## config.mk

```make
export PLATFORM = sky130hd
export DESIGN_NAME = gar_heur
export DESIGN_NICKNAME = d
export VERILOG_FILES = /design/src/hw/rtl/grid_astar_router_defines.svh /design/src/hw/rtl/gar_pkg.sv /design/src/hw/rtl/gar_heur.sv
export SDC_FILE = /design/constraint.sdc
export NUM_CORES = 1
export LEC_CHECK = 0
export BUFFER_PORTS_ARGS = -buffer_cell sky130_fd_sc_hd__buf_2
export CAP_MARGIN = 20
export CORE_MARGIN = 2
export CORE_UTILIZATION = 55
export CTS_BUF_LIST = sky130_fd_sc_hd__clkbuf_4 sky130_fd_sc_hd__clkbuf_8
export DETAILED_ROUTE_END_ITERATION = 8
export PLACE_DENSITY = 0.77
export SLEW_MARGIN = 0
export SYNTH_ARGS = -nofsm -noshare
export SYNTH_HDL_FRONTEND = slang
export SYNTH_SLANG_ARGS = --single-unit
```

## constraint.sdc

```tcl
create_clock -name clk -period 6.2 [get_ports clk]
set_input_delay 0.62 -clock clk [delete_from_list [all_inputs] [get_ports clk]]
set_output_delay 0.62 -clock clk [all_outputs]
set_load 0.1 [all_outputs]
```

## src/hw/rtl/grid_astar_router_defines.svh

```systemverilog
// Assertion macros for the RTL file that checks its own logic.
`ifndef GRID_ASTAR_ROUTER_DEFINES_SVH
`define GRID_ASTAR_ROUTER_DEFINES_SVH
`ifndef SYNTHESIS
`define GAR_ASSERT_IMP(lbl, ante, cons) \
    lbl: assert property (@(posedge clk) disable iff (!rst_n) (ante) |-> (cons)) \
        else $error("grid router check failed");
`define GAR_ASSERT_NXT(lbl, ante, cons) \
    lbl: assert property (@(posedge clk) disable iff (!rst_n) (ante) |=> (cons)) \
        else $error("grid router check failed");
`else
`define GAR_ASSERT_IMP(lbl, ante, cons)
`define GAR_ASSERT_NXT(lbl, ante, cons)
`endif
`endif

```

## src/hw/rtl/gar_pkg.sv

```systemverilog
`timescale 1ns / 1ps
package gar_pkg;

    localparam int X_W    = 6;
    localparam int Y_W    = 5;
    localparam int CELL_W = X_W + Y_W;
    localparam int NCELLS = 1 << CELL_W;
    localparam int GRID_W = 1 << X_W;
    localparam int GRID_H = 1 << Y_W;
    localparam int FRAC   = 8;
    localparam int G_W    = CELL_W;
    localparam int CNT_W  = CELL_W + 1;
    localparam int S_W    = 2 * X_W + 1;
    localparam int RAD_W  = ((S_W + 2 * FRAC + 1) / 2) * 2;
    localparam int H_W    = RAD_W / 2;
    localparam int F_W    = G_W + FRAC + 1;
    localparam int SC_W   = $clog2(H_W + 1);

    localparam logic [1:0] FLAG_NONE   = 2'b00;
    localparam logic [1:0] FLAG_OPEN   = 2'b01;
    localparam logic [1:0] FLAG_CLOSED = 2'b10;
    localparam int OPEN_BIT   = 0;
    localparam int CLOSED_BIT = 1;

    typedef enum logic [1:0] {
        OP_OBST   = 2'd0,
        OP_ROUTE  = 2'd1,
        OP_READ   = 2'd2,
        OP_UNRESV = 2'd3
    } op_t;

    typedef enum logic [1:0] {
        DIR_XM = 2'd0,
        DIR_YM = 2'd1,
        DIR_YP = 2'd2,
        DIR_XP = 2'd3
    } dir_t;

    typedef enum logic [3:0] {
        S_INIT, S_IDLE, S_CHK_S, S_CHK_E, S_FCLR, S_HS, S_HSW, S_SCAN,
        S_DEL, S_NB, S_NCHK, S_NH, S_BT, S_BT2, S_RDP, S_RCLR
    } state_t;

    typedef struct packed {
        logic [G_W-1:0] g;
        logic [H_W-1:0] h;
        dir_t           d;
    } node_t;

    typedef struct packed {
        logic           go;
        logic [X_W-1:0] x;
        logic [Y_W-1:0] y;
        logic [X_W-1:0] ex;
        logic [Y_W-1:0] ey;
    } heur_req_t;

    typedef struct packed {
        logic           done;
        logic [H_W-1:0] h;
    } heur_rsp_t;

endpackage

```

## src/hw/rtl/gar_heur.sv

```systemverilog
`timescale 1ns / 1ps
module gar_heur
    import gar_pkg::*;
(
    input  logic      clk,
    input  logic      rst_n,
    input  heur_req_t req,
    output heur_rsp_t rsp
);

    logic             busy_reg, busy_next;
    logic             done_reg, done_next;
    logic [SC_W-1:0]  cnt_reg, cnt_next;
    logic [RAD_W-1:0] rad_reg, rad_next;
    logic [H_W+1:0]   rem_reg, rem_next;
    logic [H_W-1:0]   root_reg, root_next;

    logic [X_W-1:0]   dx;
    logic [Y_W-1:0]   dy;
    logic [2*X_W-1:0] dx2;
    logic [2*Y_W-1:0] dy2;
    logic [S_W-1:0]   sum;
    logic [H_W+1:0]   rem_sh;
    logic [H_W+1:0]   trial;

    assign dx     = (req.x > req.ex) ? req.x - req.ex : req.ex - req.x;
    assign dy     = (req.y > req.ey) ? req.y - req.ey : req.ey - req.y;
    assign dx2    = dx * dx;
    assign dy2    = dy * dy;
    assign sum    = S_W'(dx2) + S_W'(dy2);
    assign rem_sh = {rem_reg[H_W-1:0], rad_reg[RAD_W-1 -: 2]};
    assign trial  = {root_reg, 2'b01};

    // One root bit is settled per cycle, two radicand bits consumed.
    always_comb
    begin
        busy_next = busy_reg;
        done_next = 1'b0;
        cnt_next  = cnt_reg;
        rad_next  = rad_reg;
        rem_next  = rem_reg;
        root_next = root_reg;
        if (req.go)
        begin
            busy_next = 1'b1;
            cnt_next  = SC_W'(H_W);
            rad_next  = RAD_W'(sum) << (2 * FRAC);
            rem_next  = '0;
            root_next = '0;
        end
        else if (busy_reg)
        begin
            rad_next = rad_reg << 2;
            if (rem_sh >= trial)
            begin
                rem_next  = rem_sh - trial;
                root_next = {root_reg[H_W-2:0], 1'b1};
            end
            else
            begin
                rem_next  = rem_sh;
                root_next = {root_reg[H_W-2:0], 1'b0};
            end
            cnt_next = cnt_reg - SC_W'(1);
            if (cnt_reg == SC_W'(1))
            begin
                busy_next = 1'b0;
                done_next = 1'b1;
            end
        end
    end

    always_ff @(posedge clk or negedge rst_n)
    begin
        if (!rst_n)
        begin
            busy_reg <= 1'b0;
            done_reg <= 1'b0;
            cnt_reg  <= '0;
        end
        else
        begin
            busy_reg <= busy_next;
            done_reg <= done_next;
            cnt_reg  <= cnt_next;
        end
    end

    always_ff @(posedge clk)
    begin
        rad_reg  <= rad_next;
        rem_reg  <= rem_next;
        root_reg <= root_next;
    end

    assign rsp.done = done_reg;
    assign rsp.h    = root_reg;

endmodule

```

# After elaboration in Yosys (flattened, before gate mapping)
# Index checks and enable logic that the tools add are counted.
# W data, S select, Z words.
[classes] add_sub_neg=7 multipliers=2 magnitude_cmp=3 n_eq_ne=1 n_mux=14 reduce_logical=1
[op_table] cell="$mux W29" n=2
[op_table] cell="$ge A17 B17 Y1" n=1
[op_table] cell="$mux W15" n=1
[op_table] cell="$sub A15 B15 Y15" n=1
[op_table] cell="$add A12 B10 Y13" n=1
[op_table] cell="$mul A6 B6 Y12" n=1
[op_table] cell="$sub A6 B6 Y6" n=2
[op_table] cell="$mul A5 B5 Y10" n=1
[op_table] cell="$sub A5 B5 Y5" n=2
[op_table] cell="$mux W4" n=2
[op_table] cell="$mux W1" n=7
[op_table] cell="$gt A6 B6 Y1" n=1
[op_table] cell="$mux W6" n=1
[op_table] cell="$gt A5 B5 Y1" n=1
[op_table] cell="$mux W5" n=1
[op_table] cell="$eq A4 B1 Y1 const B" n=1
[op_table] cell="$sub A4 B1 Y4 const B" n=1
[op_table] cell="$reduce_bool A2 Y1" n=1
[word_totals] regBits=50 in_bits=25 out_inout_bits=16 elab_cells=35

# Longest topological paths before layout
[logic_depth] depth_word=5 depth_mapped=30 mapped_depth_nobuf=30

# Worst setup path before layout
# OpenSTA, ideal clock, no wires.
[synth_timing] path_type="input port to flip-flop" start="in req[16] (netlist name)" end="reg rad_reg[26], data pin" arrival_time_ns=6.619 t_required_ns=5.940 setup_slack_ns=-0.679 stages=28 n_path_buf=0 cell_sequence="inv_1 ha_1 inv_1 fa_1 a211oi_1 o21ai_0 o211ai_2 mux2i_1 xnor2_1 nor2_1 inv_1 fa_1 inv_1 fa_1 inv_1 fa_1 fa_1 fa_1 inv_1 ha_1 a21o_1 a21oi_1 o21ai_0 a21oi_1 o21ai_0 a21o_1 xor2_1 mux2_2"
[synth_between] elab_chain_cells=5 word_cells_on_any_way=7 cone_classes="add/sub (3); mul (1); order compare (1); mux (2)"
[synth_lines] element="start: declaration" line_no="gar_heur.sv:7" text="input heur_req_t req,"
[synth_lines] element="$sub A6 B6 Y6 or $gt A6 B6 Y1 (tied branches)" line_no="gar_heur.sv:26" text="assign dx = (req.x > req.ex) ? req.x - req.ex : req.ex - req.x;"
[synth_lines] element="$mux W6 *" line_no="gar_heur.sv:26"
[synth_lines] element="$mul A6 B6 Y12 *" line_no="gar_heur.sv:28" text="assign dx2 = dx * dx;"
[synth_lines] element="$add A12 B10 Y13 *" line_no="gar_heur.sv:30" text="assign sum = S_W'(dx2) + S_W'(dy2);"
[synth_lines] element="$mux W29 *" line_no="gar_heur.sv:43" text="if (req.go)"
[synth_lines] element="named net rad_next[26]" line_no="gar_heur.sv:14" text="logic [RAD_W-1:0] rad_reg, rad_next;"
[synth_lines] element="end signal: assignment" line_no="gar_heur.sv:91" text="rad_reg <= rad_next;"
[synth_lines] element="end: declaration" line_no="gar_heur.sv:14"
# The timed path passes the listed nets; every way through them passes the cells marked *.
# A chain may end at the register's enable or synchronous reset.

# Final worst setup path
# Same ends and word-level chain as after synthesis.

==> flow_summary.ini <==
[yosys]
synth_cell_types = 58
synth_top_family_by_area = adder cells
yosysWarnings = 0
synth_xor_area_frac = 0.0535
synth-async-reset-ratio = 0.120
synth-edff-count = 13
avgSynthCellArea_um2 = 8.99
synth-seq-area-share = 0.223
synthMuxAreaShare = 0.0806
synthSimpleGateAreaFrac = 0.113
synthAdderAreaFrac = 0.289
ys.flop_type = dfxtp_1
synth-compound-area-share = 0.143
synth.cell_area_mm2 = 0.00521
syn_nets = 707
ys_ff_latch = 50
synthCells = 580

[timing]
fin_crit_sh = 1.02
finalHoldViolations = 0
final_max_slew_viol_count = 0
worst_pin_slew_ps = 733
setup_tns_ps = -250
min_period_ps = 6320
finClkSkew_ps = 9.71
setup_ws_ps = -123
slew_headroom = 0.511
rsz0062_at_grt = yes
clock.fmax_mhz = 158
setup_viol = 4

[route]
vias = 4275
route.detailed.drc = 0
wl_mm = 11.1
post_drt_wl_per_cell_um = 13.5
first_pass_iters = 6
postRouteAntennaNets = 0
first_iter_violations = 143
vias_per_cell = 5.18

[setup_path]
slowest_delay_ps = 520
cp.arrival_ps = 6400
cp_max_fo = 4
worstPathRequired_ps = 6280
worst_setup_path_end_kind = flip-flop
rrSetupSlack_ps = 3260
cp_common_cell = fa_1
cp-start-kind = input pin
cp_slowest_cell = fa_1
worstSetupPathType = input pin to flip-flop

[layout]
fin_area_mm2 = 0.00647
drive_above_1_share = 0.283
multi_input_area_mm2 = 0.00375
regArea_mm2 = 0.00116
final_common_cell = inv_1
final_cell_mix = inv_1, buf_4, ha_1, nor2_1, buf_2
nets = 822
fin_cells = 825
antenna_cells = 0
areaGrowthSynthToFinish_pct = 24.1
fillCellCount = 681

[die]
die_h_um = 101
core-area_mm2 = 0.00924
dieArea_mm2 = 0.0103
fp-row-count = 35
die_w_um = 101
ios = 41
initial_utilization = 0.564

[placed_design]
pre_cts_ws_ps = -703
place_area_mm2 = 0.00607
placedCellCount = 802
globalplace.congestion = 0.968
io_buffers = 40
place_hpwl_mm = 8.54

[cts]
clkTransAtPathRegs_ps = 100
h-tree-depth = 2
cts_tree = yes
clockBufferDepth = 2
cts.sinks = 50
clockRootBuffer = clkbuf_8
clock_latency_ps = 320
numCtsBuffers = 5

[grt]
grt_overflow_total = 0
antenna_found_initial = 0
grt.met1_usage = 0.302
grt_util_met2 = 0.397
busiest_layer = met2
grt_pass1_wl_mm = 19.1
gr-usage-all-layers = 0.228
grt_max_degree = 46
met3_usage = 0.0297
grt_pass1_vias = 4334

[run_status]
violations = setup timing
status = finished with violations

[run]
drv_cap = 0

[hold_path]
hp-class = input pin to async pin
==> final cells by class <==
type,instances,share of cell area
multi-input combinational,401,0.580
sequential,50,0.179
timing repair buffer,122,0.130
inverter,115,0.0690
tap,129,0.0249
clock buffer,5,0.0106
clock inverter,3,0.00677
==> cells in the mapped netlist (12+ instances only) <==
cell type,number,area (um^2)
mux2i_1,33,330
a21oi_1,18,90.1
inv_1,115,432
nand2_1,30,113
o21ai_0,23,115
nor2_1,58,218
ha_1,71,888
xnor2_1,22,193
a211oi_1,12,90.1
fa_1,31,621
dfxtp_1,31,621
edfxtp_1,13,390
a21o_1,16,120
==> path summary, 6_finish.rpt <==
path	from	end	cells past startpoint
min in group clk	rem_reg[13]	rem_reg[13]	2
worst min-delay path	rst_n	cnt_reg[2]	1
worst min register to register	rem_reg[13]	rem_reg[13]	2
worst max register to register	root_reg[4]	rem_reg[1]	9
worst max-delay path	req[16]	rad_reg[26]	29
max in group asynchronous	rst_n	busy_reg	1
==> layer usage <==
layer  part of all wire  vias up  wire, um
met3              0.024       21       266
met1               0.46     2043      5120
met5                  0        -         0
met2               0.50       73      5540
li1                   -     2138         -
met4              0.016        0       182
==> critical path, delay by kind of cell <==
| family | cells | cell delay, ps |
|---|---|---|
| fa+ha+maj | 8 | 3190 |
| xor+xnor | 2 | 240 |
| simple gates | 1 | 120 |
| compound gates | 9 | 1260 |
| buf+inv | 7 | 400 |
| mux | 2 | 560 |
==> cell families after synthesis <==
family / Yosys count
buf+inv: 129
simple gates: 127
fa+ha+maj: 102
compound gates: 100
flops: 50
mux: 41
xor+xnor: 31
==> stage by stage <==
step / utilization / hold slack, ps
3_5_place_dp: 0.657 / 451
6_report: 0.700 / 103
3_3_place_gp: 0.657 / 448
2_1_floorplan: - / 324
5_1_grt: 0.700 / 106
4_1_cts: 0.686 / 108
==> repair_timing <==
item	4_1_cts	5_1_grt
gates cloned	0	0
endpoints found under the setup margin	5	7
endpoints found under the hold margin	0	0
pin swaps	33	28
gates resized for setup	23	23
hold buffers	0	0
setup buffers	10	5
Power is left out: the tool's default activity adds up to more than one toggle a clock period on the data nets, which glitch-free logic cannot reach.
